==> src/hw/rtl/felm_pkg.sv <==
// Shared types and constants for the FAT entry locate, decode and merge block.
package felm_pkg;

  // Width of the offset outputs and of the wide configuration registers.
  localparam int unsigned OUT_BITS    = 48;
  localparam int unsigned CFG_DATA_W  = 48;
  localparam int unsigned CFG_INDEX_W = 3;

  // Depth of the queue between the front and the back.
  localparam int unsigned QUEUE_DEPTH = 2;

  // Entry masks and end-of-chain limits.
  localparam logic [31:0] FAT12_MASK    = 32'h0000_0FFF;
  localparam logic [31:0] FAT12_HI_NIB  = 32'h0000_F000;
  localparam logic [31:0] FAT12_LO_NIB  = 32'h0000_000F;
  localparam logic [31:0] FAT12_SH_MASK = 32'h0000_FFF0;
  localparam logic [31:0] FAT16_MASK    = 32'h0000_FFFF;
  localparam logic [31:0] FAT32_MASK    = 32'h0FFF_FFFF;
  localparam logic [31:0] FAT32_HI_NIB  = 32'hF000_0000;
  localparam logic [31:0] FAT12_EOC     = 32'h0000_0FF8;
  localparam logic [31:0] FAT16_EOC     = 32'h0000_FFF8;
  localparam logic [31:0] FAT32_EOC     = 32'h0FFF_FFF8;

  // Access sizes in bytes.
  localparam logic [2:0] ACC_NONE  = 3'd0;
  localparam logic [2:0] ACC_16BIT = 3'd2;
  localparam logic [2:0] ACC_32BIT = 3'd4;

  // Configured table type.
  typedef enum logic [1:0] {
    FT_NONE = 2'd0,
    FT_12   = 2'd1,
    FT_16   = 2'd2,
    FT_32   = 2'd3
  } fat_type_e;

  // Configuration register indexes.
  typedef enum logic [CFG_INDEX_W-1:0] {
    REG_FAT_TYPE     = 3'd0,
    REG_RESERVED     = 3'd1,
    REG_SECTOR_BYTES = 3'd2,
    REG_FAT_SECTORS  = 3'd3,
    REG_CLUS_SECTORS = 3'd4,
    REG_DATA_START   = 3'd5,
    REG_ROOT_START   = 3'd6
  } cfg_index_e;

  // Current configuration, as seen by the front and the back.
  typedef struct packed {
    fat_type_e      fat_type;
    logic [15:0]    reserved;
    logic [12:0]    sector_bytes;
    logic [31:0]    fat_sectors;
    logic [7:0]     cluster_sectors;
    logic [47:0]    data_start;
    logic [47:0]    root_start;
  } cfg_t;

  // Classified item handed from the front to the back.
  typedef struct packed {
    logic [27:0] ent;
    logic        eoc;
    logic [31:0] wr;
    logic [2:0]  acc;
    logic        terr;
    logic [29:0] eoff;
    logic        gt1;
    logic [39:0] p_copy;
    logic [35:0] p_clus;
    logic [28:0] p_res;
  } item_t;

endpackage

==> src/hw/rtl/felm_cfg.sv <==
// Configuration register file with reset defaults.
module felm_cfg (
  input  logic                                clk_i,
  input  logic                                rst_ni,
  input  logic                                cfg_we_i,
  input  logic [felm_pkg::CFG_INDEX_W-1:0]    cfg_index_i,
  input  logic [felm_pkg::CFG_DATA_W-1:0]     cfg_data_i,
  output felm_pkg::cfg_t                      cfg_o
);

  felm_pkg::cfg_t cfg_d, cfg_q;

  // Decode the register index; unknown indexes leave everything unchanged.
  always_comb begin
    cfg_d = cfg_q;
    if (cfg_we_i) begin
      unique case (felm_pkg::cfg_index_e'(cfg_index_i))
        felm_pkg::REG_FAT_TYPE:     cfg_d.fat_type = felm_pkg::fat_type_e'(cfg_data_i[1:0]);
        felm_pkg::REG_RESERVED:     cfg_d.reserved = cfg_data_i[15:0];
        felm_pkg::REG_SECTOR_BYTES: cfg_d.sector_bytes = cfg_data_i[12:0];
        felm_pkg::REG_FAT_SECTORS:  cfg_d.fat_sectors = cfg_data_i[31:0];
        felm_pkg::REG_CLUS_SECTORS: cfg_d.cluster_sectors = cfg_data_i[7:0];
        felm_pkg::REG_DATA_START:   cfg_d.data_start = cfg_data_i[47:0];
        felm_pkg::REG_ROOT_START:   cfg_d.root_start = cfg_data_i[47:0];
        default:                    cfg_d = cfg_q;
      endcase
    end
  end

  always_ff @(posedge clk_i or negedge rst_ni) begin
    if (!rst_ni) begin
      cfg_q.fat_type        <= felm_pkg::FT_NONE;
      cfg_q.reserved        <= 16'd1;
      cfg_q.sector_bytes    <= 13'd512;
      cfg_q.fat_sectors     <= 32'd0;
      cfg_q.cluster_sectors <= 8'd1;
      cfg_q.data_start      <= 48'd0;
      cfg_q.root_start      <= 48'd0;
    end else begin
      cfg_q <= cfg_d;
    end
  end

  assign cfg_o = cfg_q;

endmodule

==> src/hw/rtl/felm_front.sv <==
// Front stage: accepts items, decodes and merges the entry, starts the offset products.
module felm_front (
  input  logic               clk_i,
  input  logic               rst_ni,
  input  felm_pkg::cfg_t     cfg_i,
  input  logic               in_valid_i,
  output logic               in_stall_o,
  input  logic [27:0]        cluster_number_i,
  input  logic [7:0]         fat_copy_i,
  input  logic [31:0]        raw_word_i,
  input  logic [31:0]        new_value_i,
  output logic               push_o,
  output felm_pkg::item_t    item_o,
  input  logic               q_full_i
);

  logic            valid_d, valid_q;
  logic            accept;
  felm_pkg::item_t item_d, item_q;
  logic [31:0]     raw16;
  logic            odd;
  logic [27:0]     clus_m2;
  logic [27:0]     ent;

  assign in_stall_o = valid_q & q_full_i;
  assign accept     = in_valid_i & ~in_stall_o;
  assign push_o     = valid_q & ~q_full_i;

  assign raw16   = raw_word_i & felm_pkg::FAT16_MASK;
  assign odd     = cluster_number_i[0];
  assign clus_m2 = cluster_number_i - 28'd2;

  // Classify by table type: entry offset, decode, merge and access size.
  always_comb begin
    ent          = 28'd0;
    item_d       = '0;
    item_d.terr  = 1'b0;
    unique case (cfg_i.fat_type)
      felm_pkg::FT_12: begin
        item_d.eoff = 30'(cluster_number_i) + 30'(cluster_number_i[27:1]);
        item_d.acc  = felm_pkg::ACC_16BIT;
        ent         = odd ? 28'(raw16 >> 4) : 28'(raw16 & felm_pkg::FAT12_MASK);
        item_d.eoc  = ent >= 28'(felm_pkg::FAT12_EOC);
        if (odd) begin
          item_d.wr = ((new_value_i << 4) & felm_pkg::FAT12_SH_MASK)
                    | (raw16 & felm_pkg::FAT12_LO_NIB);
        end else begin
          item_d.wr = (new_value_i & felm_pkg::FAT12_MASK)
                    | (raw16 & felm_pkg::FAT12_HI_NIB);
        end
      end
      felm_pkg::FT_16: begin
        item_d.eoff = {1'b0, cluster_number_i, 1'b0};
        item_d.acc  = felm_pkg::ACC_16BIT;
        ent         = 28'(raw16);
        item_d.eoc  = ent >= 28'(felm_pkg::FAT16_EOC);
        item_d.wr   = new_value_i & felm_pkg::FAT16_MASK;
      end
      felm_pkg::FT_32: begin
        item_d.eoff = {cluster_number_i, 2'b00};
        item_d.acc  = felm_pkg::ACC_32BIT;
        ent         = 28'(raw_word_i & felm_pkg::FAT32_MASK);
        item_d.eoc  = ent >= 28'(felm_pkg::FAT32_EOC);
        item_d.wr   = (new_value_i & felm_pkg::FAT32_MASK)
                    | (raw_word_i & felm_pkg::FAT32_HI_NIB);
      end
      default: begin
        item_d.acc  = felm_pkg::ACC_NONE;
        item_d.wr   = ~new_value_i;
        item_d.terr = 1'b1;
      end
    endcase
    item_d.ent    = ent;
    // First halves of the offset products.
    item_d.gt1    = |cluster_number_i[27:1];
    item_d.p_copy = fat_copy_i * cfg_i.fat_sectors;
    item_d.p_clus = clus_m2 * cfg_i.cluster_sectors;
    item_d.p_res  = cfg_i.reserved * cfg_i.sector_bytes;
  end

  // The stage holds its item until the queue has room.
  assign valid_d = accept | (valid_q & q_full_i);

  always_ff @(posedge clk_i or negedge rst_ni) begin
    if (!rst_ni) begin
      valid_q <= 1'b0;
    end else begin
      valid_q <= valid_d;
    end
  end

  always_ff @(posedge clk_i) begin
    if (accept) begin
      item_q <= item_d;
    end
  end

  assign item_o = item_q;

endmodule

==> src/hw/rtl/felm_queue.sv <==
// Short queue of classified items between the front and the back.
module felm_queue (
  input  logic               clk_i,
  input  logic               rst_ni,
  input  logic               push_i,
  input  felm_pkg::item_t    item_i,
  output logic               full_o,
  input  logic               pop_i,
  output logic               valid_o,
  output felm_pkg::item_t    item_o
);

  localparam int unsigned PTR_W = (felm_pkg::QUEUE_DEPTH > 1) ? $clog2(felm_pkg::QUEUE_DEPTH) : 1;
  localparam int unsigned CNT_W = $clog2(felm_pkg::QUEUE_DEPTH + 1);

  felm_pkg::item_t    mem_q [felm_pkg::QUEUE_DEPTH];
  logic [PTR_W-1:0]   wr_ptr_d, wr_ptr_q;
  logic [PTR_W-1:0]   rd_ptr_d, rd_ptr_q;
  logic [CNT_W-1:0]   count_d, count_q;

  assign full_o  = count_q == CNT_W'(felm_pkg::QUEUE_DEPTH);
  assign valid_o = count_q != '0;
  assign item_o  = mem_q[rd_ptr_q];

  // Pointer and fill count update.
  always_comb begin
    wr_ptr_d = wr_ptr_q;
    rd_ptr_d = rd_ptr_q;
    count_d  = count_q;
    if (push_i) begin
      wr_ptr_d = (wr_ptr_q == PTR_W'(felm_pkg::QUEUE_DEPTH - 1)) ? '0 : wr_ptr_q + 1'b1;
    end
    if (pop_i) begin
      rd_ptr_d = (rd_ptr_q == PTR_W'(felm_pkg::QUEUE_DEPTH - 1)) ? '0 : rd_ptr_q + 1'b1;
    end
    if (push_i && !pop_i) begin
      count_d = count_q + 1'b1;
    end else if (pop_i && !push_i) begin
      count_d = count_q - 1'b1;
    end
  end

  always_ff @(posedge clk_i or negedge rst_ni) begin
    if (!rst_ni) begin
      wr_ptr_q <= '0;
      rd_ptr_q <= '0;
      count_q  <= '0;
    end else begin
      wr_ptr_q <= wr_ptr_d;
      rd_ptr_q <= rd_ptr_d;
      count_q  <= count_d;
    end
  end

  always_ff @(posedge clk_i) begin
    if (push_i) begin
      mem_q[wr_ptr_q] <= item_i;
    end
  end

endmodule

==> src/hw/rtl/felm_back.sv <==
// Back stages: finish the offset products, form the offsets and hold the result.
module felm_back #(
  parameter int unsigned OFFSET_BITS = 48
) (
  input  logic               clk_i,
  input  logic               rst_ni,
  input  felm_pkg::cfg_t     cfg_i,
  input  logic               q_valid_i,
  input  felm_pkg::item_t    item_i,
  output logic               pop_o,
  output logic               out_valid_o,
  input  logic               out_stall_i,
  output logic [47:0]        fat_byte_offset_o,
  output logic [2:0]         access_bytes_o,
  output logic [27:0]        entry_value_o,
  output logic               end_of_chain_o,
  output logic [31:0]        write_word_o,
  output logic [47:0]        data_byte_offset_o,
  output logic               type_error_o
);

  logic                   b_valid_d, b_valid_q;
  logic                   c_valid_d, c_valid_q;
  logic                   b_ready, c_ready, c_load;
  felm_pkg::item_t        b_item_q;
  logic [52:0]            b_hi_d, b_hi_q;
  logic [48:0]            b_dp_d, b_dp_q;
  logic [OFFSET_BITS-1:0] fat_sum, data_sum;

  // Elastic handshake through the two back stages.
  assign c_ready = ~c_valid_q | ~out_stall_i;
  assign b_ready = ~b_valid_q | c_ready;
  assign pop_o   = q_valid_i & b_ready;
  assign c_load  = b_valid_q & c_ready;

  assign b_valid_d = pop_o | (b_valid_q & ~c_ready);
  assign c_valid_d = c_load | (c_valid_q & out_stall_i);

  // Second halves of the products: scale by the sector size.
  assign b_hi_d = item_i.p_copy * cfg_i.sector_bytes;
  assign b_dp_d = item_i.p_clus * cfg_i.sector_bytes;

  // Offset sums wrap at the offset width.
  assign fat_sum  = OFFSET_BITS'(b_item_q.p_res) + OFFSET_BITS'(b_hi_q)
                  + OFFSET_BITS'(b_item_q.eoff);
  assign data_sum = b_item_q.gt1 ? (OFFSET_BITS'(cfg_i.data_start) + OFFSET_BITS'(b_dp_q))
                                 : OFFSET_BITS'(cfg_i.root_start);

  always_ff @(posedge clk_i or negedge rst_ni) begin
    if (!rst_ni) begin
      b_valid_q <= 1'b0;
      c_valid_q <= 1'b0;
    end else begin
      b_valid_q <= b_valid_d;
      c_valid_q <= c_valid_d;
    end
  end

  always_ff @(posedge clk_i) begin
    if (pop_o) begin
      b_item_q <= item_i;
      b_hi_q   <= b_hi_d;
      b_dp_q   <= b_dp_d;
    end
  end

  // Output register holds the result until it is taken.
  always_ff @(posedge clk_i) begin
    if (c_load) begin
      fat_byte_offset_o  <= b_item_q.terr ? 48'd0 : 48'(fat_sum);
      access_bytes_o     <= b_item_q.acc;
      entry_value_o      <= b_item_q.ent;
      end_of_chain_o     <= b_item_q.eoc;
      write_word_o       <= b_item_q.wr;
      data_byte_offset_o <= 48'(data_sum);
      type_error_o       <= b_item_q.terr;
    end
  end

  assign out_valid_o = c_valid_q;

endmodule

==> src/hw/rtl/fat_entry_locate_decode_merge_core.sv <==
// Top level of the FAT entry locate, decode and merge block.
// Path: front register, queue, back register, then the output register. Throughput:
// one item per cycle while out_stall_i is low; the two-entry queue between front and
// back keeps the front accepting while output waits, until five items are held inside.
// Reset: configuration returns to its defaults, and the front, queue and back empty.
module fat_entry_locate_decode_merge_core #(
  parameter int unsigned OFFSET_BITS = 48
) (
  input  logic                               clk_i,
  input  logic                               rst_ni,
  input  logic                               cfg_we_i,
  input  logic [felm_pkg::CFG_INDEX_W-1:0]   cfg_index_i,
  input  logic [felm_pkg::CFG_DATA_W-1:0]    cfg_data_i,
  input  logic                               in_valid_i,
  output logic                               in_stall_o,
  input  logic [27:0]                        cluster_number_i,
  input  logic [7:0]                         fat_copy_i,
  input  logic [31:0]                        raw_word_i,
  input  logic [31:0]                        new_value_i,
  output logic                               out_valid_o,
  input  logic                               out_stall_i,
  output logic [47:0]                        fat_byte_offset_o,
  output logic [2:0]                         access_bytes_o,
  output logic [27:0]                        entry_value_o,
  output logic                               end_of_chain_o,
  output logic [31:0]                        write_word_o,
  output logic [47:0]                        data_byte_offset_o,
  output logic                               type_error_o
);

  felm_pkg::cfg_t  cfg;
  felm_pkg::item_t front_item, queue_item;
  logic            push, q_full, pop, q_valid;

  // Configuration registers.
  felm_cfg u_cfg (
    .clk_i       (clk_i),
    .rst_ni      (rst_ni),
    .cfg_we_i    (cfg_we_i),
    .cfg_index_i (cfg_index_i),
    .cfg_data_i  (cfg_data_i),
    .cfg_o       (cfg)
  );

  // Front: accept and classify.
  felm_front u_front (
    .clk_i            (clk_i),
    .rst_ni           (rst_ni),
    .cfg_i            (cfg),
    .in_valid_i       (in_valid_i),
    .in_stall_o       (in_stall_o),
    .cluster_number_i (cluster_number_i),
    .fat_copy_i       (fat_copy_i),
    .raw_word_i       (raw_word_i),
    .new_value_i      (new_value_i),
    .push_o           (push),
    .item_o           (front_item),
    .q_full_i         (q_full)
  );

  // Queue between front and back.
  felm_queue u_queue (
    .clk_i   (clk_i),
    .rst_ni  (rst_ni),
    .push_i  (push),
    .item_i  (front_item),
    .full_o  (q_full),
    .pop_i   (pop),
    .valid_o (q_valid),
    .item_o  (queue_item)
  );

  // Back: offsets and result register.
  felm_back #(
    .OFFSET_BITS (OFFSET_BITS)
  ) u_back (
    .clk_i              (clk_i),
    .rst_ni             (rst_ni),
    .cfg_i              (cfg),
    .q_valid_i          (q_valid),
    .item_i             (queue_item),
    .pop_o              (pop),
    .out_valid_o        (out_valid_o),
    .out_stall_i        (out_stall_i),
    .fat_byte_offset_o  (fat_byte_offset_o),
    .access_bytes_o     (access_bytes_o),
    .entry_value_o      (entry_value_o),
    .end_of_chain_o     (end_of_chain_o),
    .write_word_o       (write_word_o),
    .data_byte_offset_o (data_byte_offset_o),
    .type_error_o       (type_error_o)
  );

endmodule

==> config.mk <==
export PLATFORM = sky130hd
export DESIGN_NAME = fat_entry_locate_decode_merge_core
export DESIGN_NICKNAME = d
export VERILOG_FILES = /design/src/hw/rtl/felm_pkg.sv /design/src/hw/rtl/felm_cfg.sv /design/src/hw/rtl/felm_front.sv /design/src/hw/rtl/felm_queue.sv /design/src/hw/rtl/felm_back.sv /design/src/hw/rtl/fat_entry_locate_decode_merge_core.sv
export SDC_FILE = /design/constraint.sdc
export NUM_CORES = 2
export LEC_CHECK = 0
export ABC_AREA = 1
export BUFFER_PORTS_ARGS = -buffer_cell sky130_fd_sc_hd__buf_2
export CAP_MARGIN = 20
export CORE_UTILIZATION = 28
export DETAILED_ROUTE_END_ITERATION = 10
export GPL_ROUTABILITY_DRIVEN = 0
export PLACE_DENSITY_LB_ADDON = 0.1
export SLEW_MARGIN = 10
export SYNTH_ARGS = -nofsm -noshare
export SYNTH_HDL_FRONTEND = slang
export SYNTH_SLANG_ARGS = --single-unit
==> constraint.sdc <==
create_clock -name clk_i -period 15.06 [get_ports clk_i]
set_input_delay 2.259 -clock clk_i [delete_from_list [all_inputs] [get_ports clk_i]]
set_output_delay 2.259 -clock clk_i [all_outputs]
set_load 0.005 [all_outputs]
Yosys cells after proc, flatten, opt, wreduce, memory -nomap -nowiden
Memories as Yosys holds them, arrays and structs flattened.
Index checks and enable logic that the tools add are counted.
- output and inout bits: 163
- bits in latches: 0
- ROM bits: 0
- register bits after elaboration: 757
- memories kept: 1
- bits in writable memories: 402
- magnitude comparators: 3
- reductions and logical operators: 16
- equality and inequality tests: 10
- muxes and demuxes: 14
- multiply operators: 5
- shift-type cells: 0
- divide/modulo/power cells: 0
- bitwise operators: 22
- $add $sub $neg: 9
- memory list (memory ; words ; width ; read ports ; clocked after Yosys merged registers in ; write ports ; line ; source):
    u_queue.mem_q ; 2 ; 201 ; 1 ; 0 ; 1 ; felm_queue.sv:16 ; felm_pkg::item_t mem_q [felm_pkg::QUEUE_DEPTH];
- operator list (operator ; count):
    35-bit one-hot mux with 3 select lines ; 1
    30-bit one-hot mux with 3 select lines ; 1
    28-bit one-hot mux with 3 select lines ; 1
    29-bit by 48-bit adder with 48-bit output ; 1
    48-bit by 30-bit adder with 48-bit output ; 1
    48-bit adder ; 1
    36-bit by 13-bit multiplier with 48-bit output ; 1
    40-bit by 13-bit multiplier with 48-bit output ; 1
    48-bit 2-to-1 mux ; 1
    8-bit by 32-bit multiplier with 40-bit output ; 1
    28-bit by 8-bit multiplier with 36-bit output ; 1
    32-bit NOT ; 1
    28-bit by 32-bit OR with 32-bit output ; 1
    28-bit by 27-bit adder with 29-bit output ; 1
    16-bit by 13-bit multiplier with 29-bit output ; 1
    28-bit by 12-bit >= comparator with 1-bit output, second input constant ; 1
    28-bit >= comparator, second input constant ; 1
    28-bit by 2-bit subtractor with 28-bit output, second input constant ; 1
    27-bit OR reduction ; 1
    16-bit >= comparator, second input constant ; 1
    16-bit 2-to-1 mux ; 1
    12-bit by 16-bit OR with 16-bit output ; 1
    16-bit by 4-bit OR with 16-bit output ; 1
    2-bit AND reduction ; 7
    other kinds (20) ; 49

Depth between registers and ports, before layout
- depth in word-level cells: 7
- gate-level depth with buffers: 32
- mapped depth without buffers: 32

Hierarchy
A second synthesis with hierarchy kept.
- cells, all modules: 12416
- area, all modules: 106794.9 sq um
- modules (own cells, without submodules) (module ; cells an instance ; area each (sq um) ; times used ; seq. area each (sq um)):
    felm_back ; 6774 ; 52619.2 ; 1 ; 11521.0
    felm_front ; 4264 ; 33045.4 ; 1 ; 6030.8
    felm_queue ; 650 ; 14735.4 ; 1 ; 12171.7
    felm_cfg ; 728 ; 6394.9 ; 1 ; 4182.8

Least setup slack after synthesis
OpenSTA, ideal clock, no wires.
- path type: input to register
- start point: input port out_stall_i
- end point: register u_back.access_bytes_o[1] (enable)
- stages on the path: 1
- path buffers: 0
- data required time: 14328 ps
- library setup time: 732 ps
- slack: 4552 ps
- data arrival time: 9776 ps
- cell sequence: a21oi_1
- word-level cells in the longest chain between the ends: 3
- RTL lines (what ; line ; source):
    start: declaration ; fat_entry_locate_decode_merge_core.sv:21 ; input logic out_stall_i,
    1-bit NOT ; felm_back.sv:31 ; assign c_ready = ~c_valid_q | ~out_stall_i;
    1-bit OR ; felm_back.sv:31 ;
    1-bit AND ; felm_back.sv:34 ; assign c_load = b_valid_q & c_ready;
    end signal: assignment ; felm_back.sv:71 ; access_bytes_o <= b_item_q.acc;
    end: declaration ; felm_back.sv:14 ; output logic [2:0] access_bytes_o,
No other way between the ends.
A chain may end at the register's enable or synchronous reset.

Worst setup path after layout
- start point: register u_queue.rd_ptr_q
- end point: register u_back.b_dp_q[43], data pin
- word-level cells in the longest chain between the ends: 2
- RTL lines (what ; line ; source):
    start: declaration ; felm_queue.sv:18 ; logic [PTR_W-1:0] rd_ptr_d, rd_ptr_q;
    start signal: assignment ; felm_queue.sv:50 ; rd_ptr_q <= rd_ptr_d;
    memory 2 x 201 bit ; n/a ;
    36-bit by 13-bit multiplier with 48-bit output ; felm_back.sv:41 ; assign b_dp_d = item_i.p_clus * cfg_i.sector_bytes;
    named net u_back.b_dp_d[43] ; felm_back.sv:27 ; logic [48:0] b_dp_d, b_dp_q;
    end signal: assignment ; felm_back.sv:63 ; b_dp_q <= b_dp_d;
    end: declaration ; felm_back.sv:27 ;
The timed path passes the listed nets, and every way through them passes these cells.

==> results.json <==
{
  "status": "finished, final reports clean",
  "first_iter_violations": 5752,
  "period_share_pct": 50.81,
  "worst_setup_path_end_kind": "flip-flop",
  "cts_max_path_buffers": 4,
  "num_rows": 223,
  "syn-num-nets": 13902,
  "clock-sinks": 1154,
  "dieWidth_um": 611.4,
  "cts_setup_buffers": 0,
  "worstSetupPathType": "reg2reg",
  "worst_hold_path.endpoint": "u_back.write_word_o[11]",
  "regArea_mm2": 0.03380,
  "synth_xor_area_share_pct": 1.571,
  "drc": 0,
  "multi_input_area_mm2": 0.05989,
  "ant_nets": 0,
  "drtPass1Iterations": 7,
  "cts_root_buf": "clkbuf_16",
  "final_common_cell": "nand2_1",
  "crit_fanout": 87,
  "clk-insertion-delay-late_ns": 0.87,
  "synth_area_per_cell_um2": 8.707,
  "period_needed_ns": 7.652,
  "setup_tns_ns": 0,
  "crit_path_start_kind": "flip-flop",
  "r2r_start": "u_queue.rd_ptr_q",
  "setup_viol": 0,
  "die_y_um": 611.4,
  "tightest_slew_ns": 1.166,
  "drv_cap": 0,
  "synthAdderAreaFrac_pct": 31.16,
  "synth-seq-cells": 1154,
  "hp-start": "u_back.b_item_q[151]",
  "clk_pin_slew_worst_paths_ns": 0.06,
  "synthMuxAreaShare_pct": 0,
  "synth_warnings": 0,
  "synth_simple_gate_area_share_pct": 19.67,
  "rsz0062_at_grt": "false",
  "min_path_type": "reg2reg",
  "nets": 14119,
  "worst_ep_required_time_ns": 15.61,
  "core_area_mm2": 0.3691,
  "cts_max_level": 4,
  "area_growth_pct": 11.40,
  "finalHoldViolCount": 0,
  "num-fill-cells": 39012,
  "drive_above_1_share_pct": 7.226,
  "grt_pass1_wl_mm": 563.8,
  "synth_compound_area_share_pct": 5.160,
  "avgViaCountPerCell": 4.645,
  "r2r_slack_ns": 7.41,
  "yosysSeqAreaShare_pct": 32.50,
  "slew_viol_final": 0,
  "wl_per_cell_um": 22.04,
  "slew_headroom_pct": 22.30,
  "worstPathArrival_ns": 8.20,
  "mostFrequentLayoutCells": "nand2_1 (3,344), inv_1 (2,313), fa_1 (1,305)",
  "whs_path_depth": 0,
  "die_area_mm2": 0.3738,
  "start_util_pct": 28.16,
  "vias": 80030,
  "holdBufCountCts": 0,
  "hpwl_mm": 304.2,
  "cts-buffers-inserted": 146,
  "syn_inst": 11940,
  "grt_max_degree": 140,
  "finalClockSkew_ns": 0.09529,
  "overflow": 0,
  "ys_types": 57,
  "track_usage_pct": 20.28,
  "syn-cell-area_mm2": 0.1040,
  "ios": 319,
  "grt_pass1_vias": 83180,
  "cts_resized": 0,
  "wl_mm": 379.8,
  "reg2reg_depth": 22,
  "port_buffers": 317,
  "synth_top_family_by_area": "adder cells",
  "reg2reg_to": "u_back.b_dp_q[43]",
  "cts_tree": "built",
  "antenna_found_initial": 27,
  "timing.fmax_mhz": 130.7
}
[worst max-delay path by stage]
| stage | from | endpoint | cells after the start |
|---|---|---|---|
| final | u_queue.rd_ptr_q | u_back.b_dp_q[43] | 22 |
| after global routing | u_queue.rd_ptr_q | u_back.b_dp_q[44] | 23 |
| after CTS | u_queue.rd_ptr_q | u_back.b_dp_q[44] | 23 |
| after detailed placement | cluster_number_i[1] | u_front.item_o[55] | 22 |
| after global placement | cluster_number_i[1] | u_front.item_o[63] | 26 |
| after floorplan | out_stall_i | u_back.access_bytes_o[1] | 1 |
[registers in the layout, summed over array words and instances (netlist names)]
name	cells
u_back.b_item_q	124
u_back.fat_byte_offset_o	48
u_queue.mem_q	400
u_back.b_valid_q	1
u_back.entry_value_o	28
u_front.item_o	200
u_back.out_valid_o	1
u_back.write_word_o	32
u_front.valid_q	1
u_back.b_hi_q	48
u_back.access_bytes_o	2
u_queue.rd_ptr_q	1
u_back.type_error_o	1
u_cfg.cfg_o	167
u_queue.wr_ptr_q	1
u_queue.count_q	2
u_back.end_of_chain_o	1
u_back.b_dp_q	48
u_back.data_byte_offset_o	48
[cells in the mapped netlist (all sizes together)]
master | instances | area (um^2)
o221ai | 9 | 78.83
xnor2 | 58 | 508.0
or3 | 1 | 11.26
dfrtp | 171 | 4279
a21oi | 374 | 1872
nand3 | 337 | 1722
xor2 | 125 | 1125
o211ai | 6 | 45.04
nor4 | 9 | 56.30
o22ai | 23 | 143.9
o21bai | 43 | 322.8
nand3b | 21 | 157.7
clkbuf | 264 | 991.0
buf | 69 | 334.1
nor3b | 2 | 15.01
inv | 2392 | 8981
or2 | 123 | 777.0
nand2b | 1 | 6.260
a221oi | 12 | 105.1
o31ai | 3 | 22.52
o21a | 20 | 150.1
and2 | 6 | 37.54
nor3 | 51 | 260.3
clkinv | 9 | 33.78
conb | 1 | 3.750
nand4 | 99 | 619.3
dfstp | 3 | 78.83
nor2 | 1084 | 4081
a21boi | 11 | 82.58
a21o | 19 | 142.6
a211oi | 2 | 15.01
a31oi | 20 | 125.1
ha | 501 | 6269
nand2 | 3366 | 12690
fa | 1305 | 26130
or4 | 1 | 7.510
edfxtp | 980 | 29430
a32o | 1 | 10.01
o21ai | 418 | 2250
[cells by family (layout without fill, tap and decap cells)]
| group | count (synthesis) | count (layout) |
|---|---|---|
| AO/OA/AOI/OAI | 961 | 961 |
| flip-flops | 1154 | 1154 |
| other | 1 | 20 |
| AND/OR/NAND/NOR | 5101 | 5101 |
| XOR/XNOR | 183 | 183 |
| adder cells (fa/ha/maj) | 1806 | 1806 |
| buffers and inverters | 2734 | 3056 |
[metal layers]
| layer | vias to the layer above | part of all wire (%) | track usage [%] | wire length (um) |
|---|---|---|---|---|
| li1 | 37030 | - | - | - |
| met2 | 2243 | 46 | 33.28 | 175400 |
| met4 | 10 | 2.5 | 4.879 | 9388 |
| met5 | - | 0.013 | 0.1162 | 51 |
| met3 | 361 | 5.1 | 2.424 | 19320 |
| met1 | 40386 | 46 | 28.38 | 175600 |
[stage by stage]
stage               cells  util (%)  hold WS, ns  instance area (um^2)  setup WS, ns
CTS                 17212     31.36       0.3808                115800         7.272
global placement    16958     30.12       0.4027                111200         6.827
detailed placement  16959     30.12       0.4045                111200         6.898
floorplan           11940         -       0.4003                104000         4.552
finish              17231     31.38       0.3931                115800         7.408
global route        17223     31.37       0.3897                115800         7.023
[layout make-up]
type,count,area share (%)
clock buffers,176,3.323
inverters,2401,7.804
diodes,19,0.04105
repair buffers,402,1.951
clock inverters,77,0.6417
well taps,4950,5.347
multi-input cells,8052,51.71
flip-flops and latches,1154,29.18
[worst max-delay path, stage by stage, from the launching register on]
cell and delay (ns):
dfrtp_4 0.59, inv_6 0.52, buf_4 0.71, or2_2 0.22
nand2_1 0.27, inv_2 0.32, nand2_1 0.12, fa_1 0.56
inv_1 0.05, fa_1 0.47, fa_1 0.52, inv_1 0.06
fa_1 0.45, fa_1 0.52, inv_1 0.13, ha_1 0.47
nand2_1 0.14, nor2_1 0.21, nand2_1 0.14, nor4_1 0.43
nand3_1 0.17, nand4_1 0.14, nand2_1 0.10
Power is left out: the tool's default activity adds up to more than one toggle a clock period on the data nets, which glitch-free logic cannot reach.
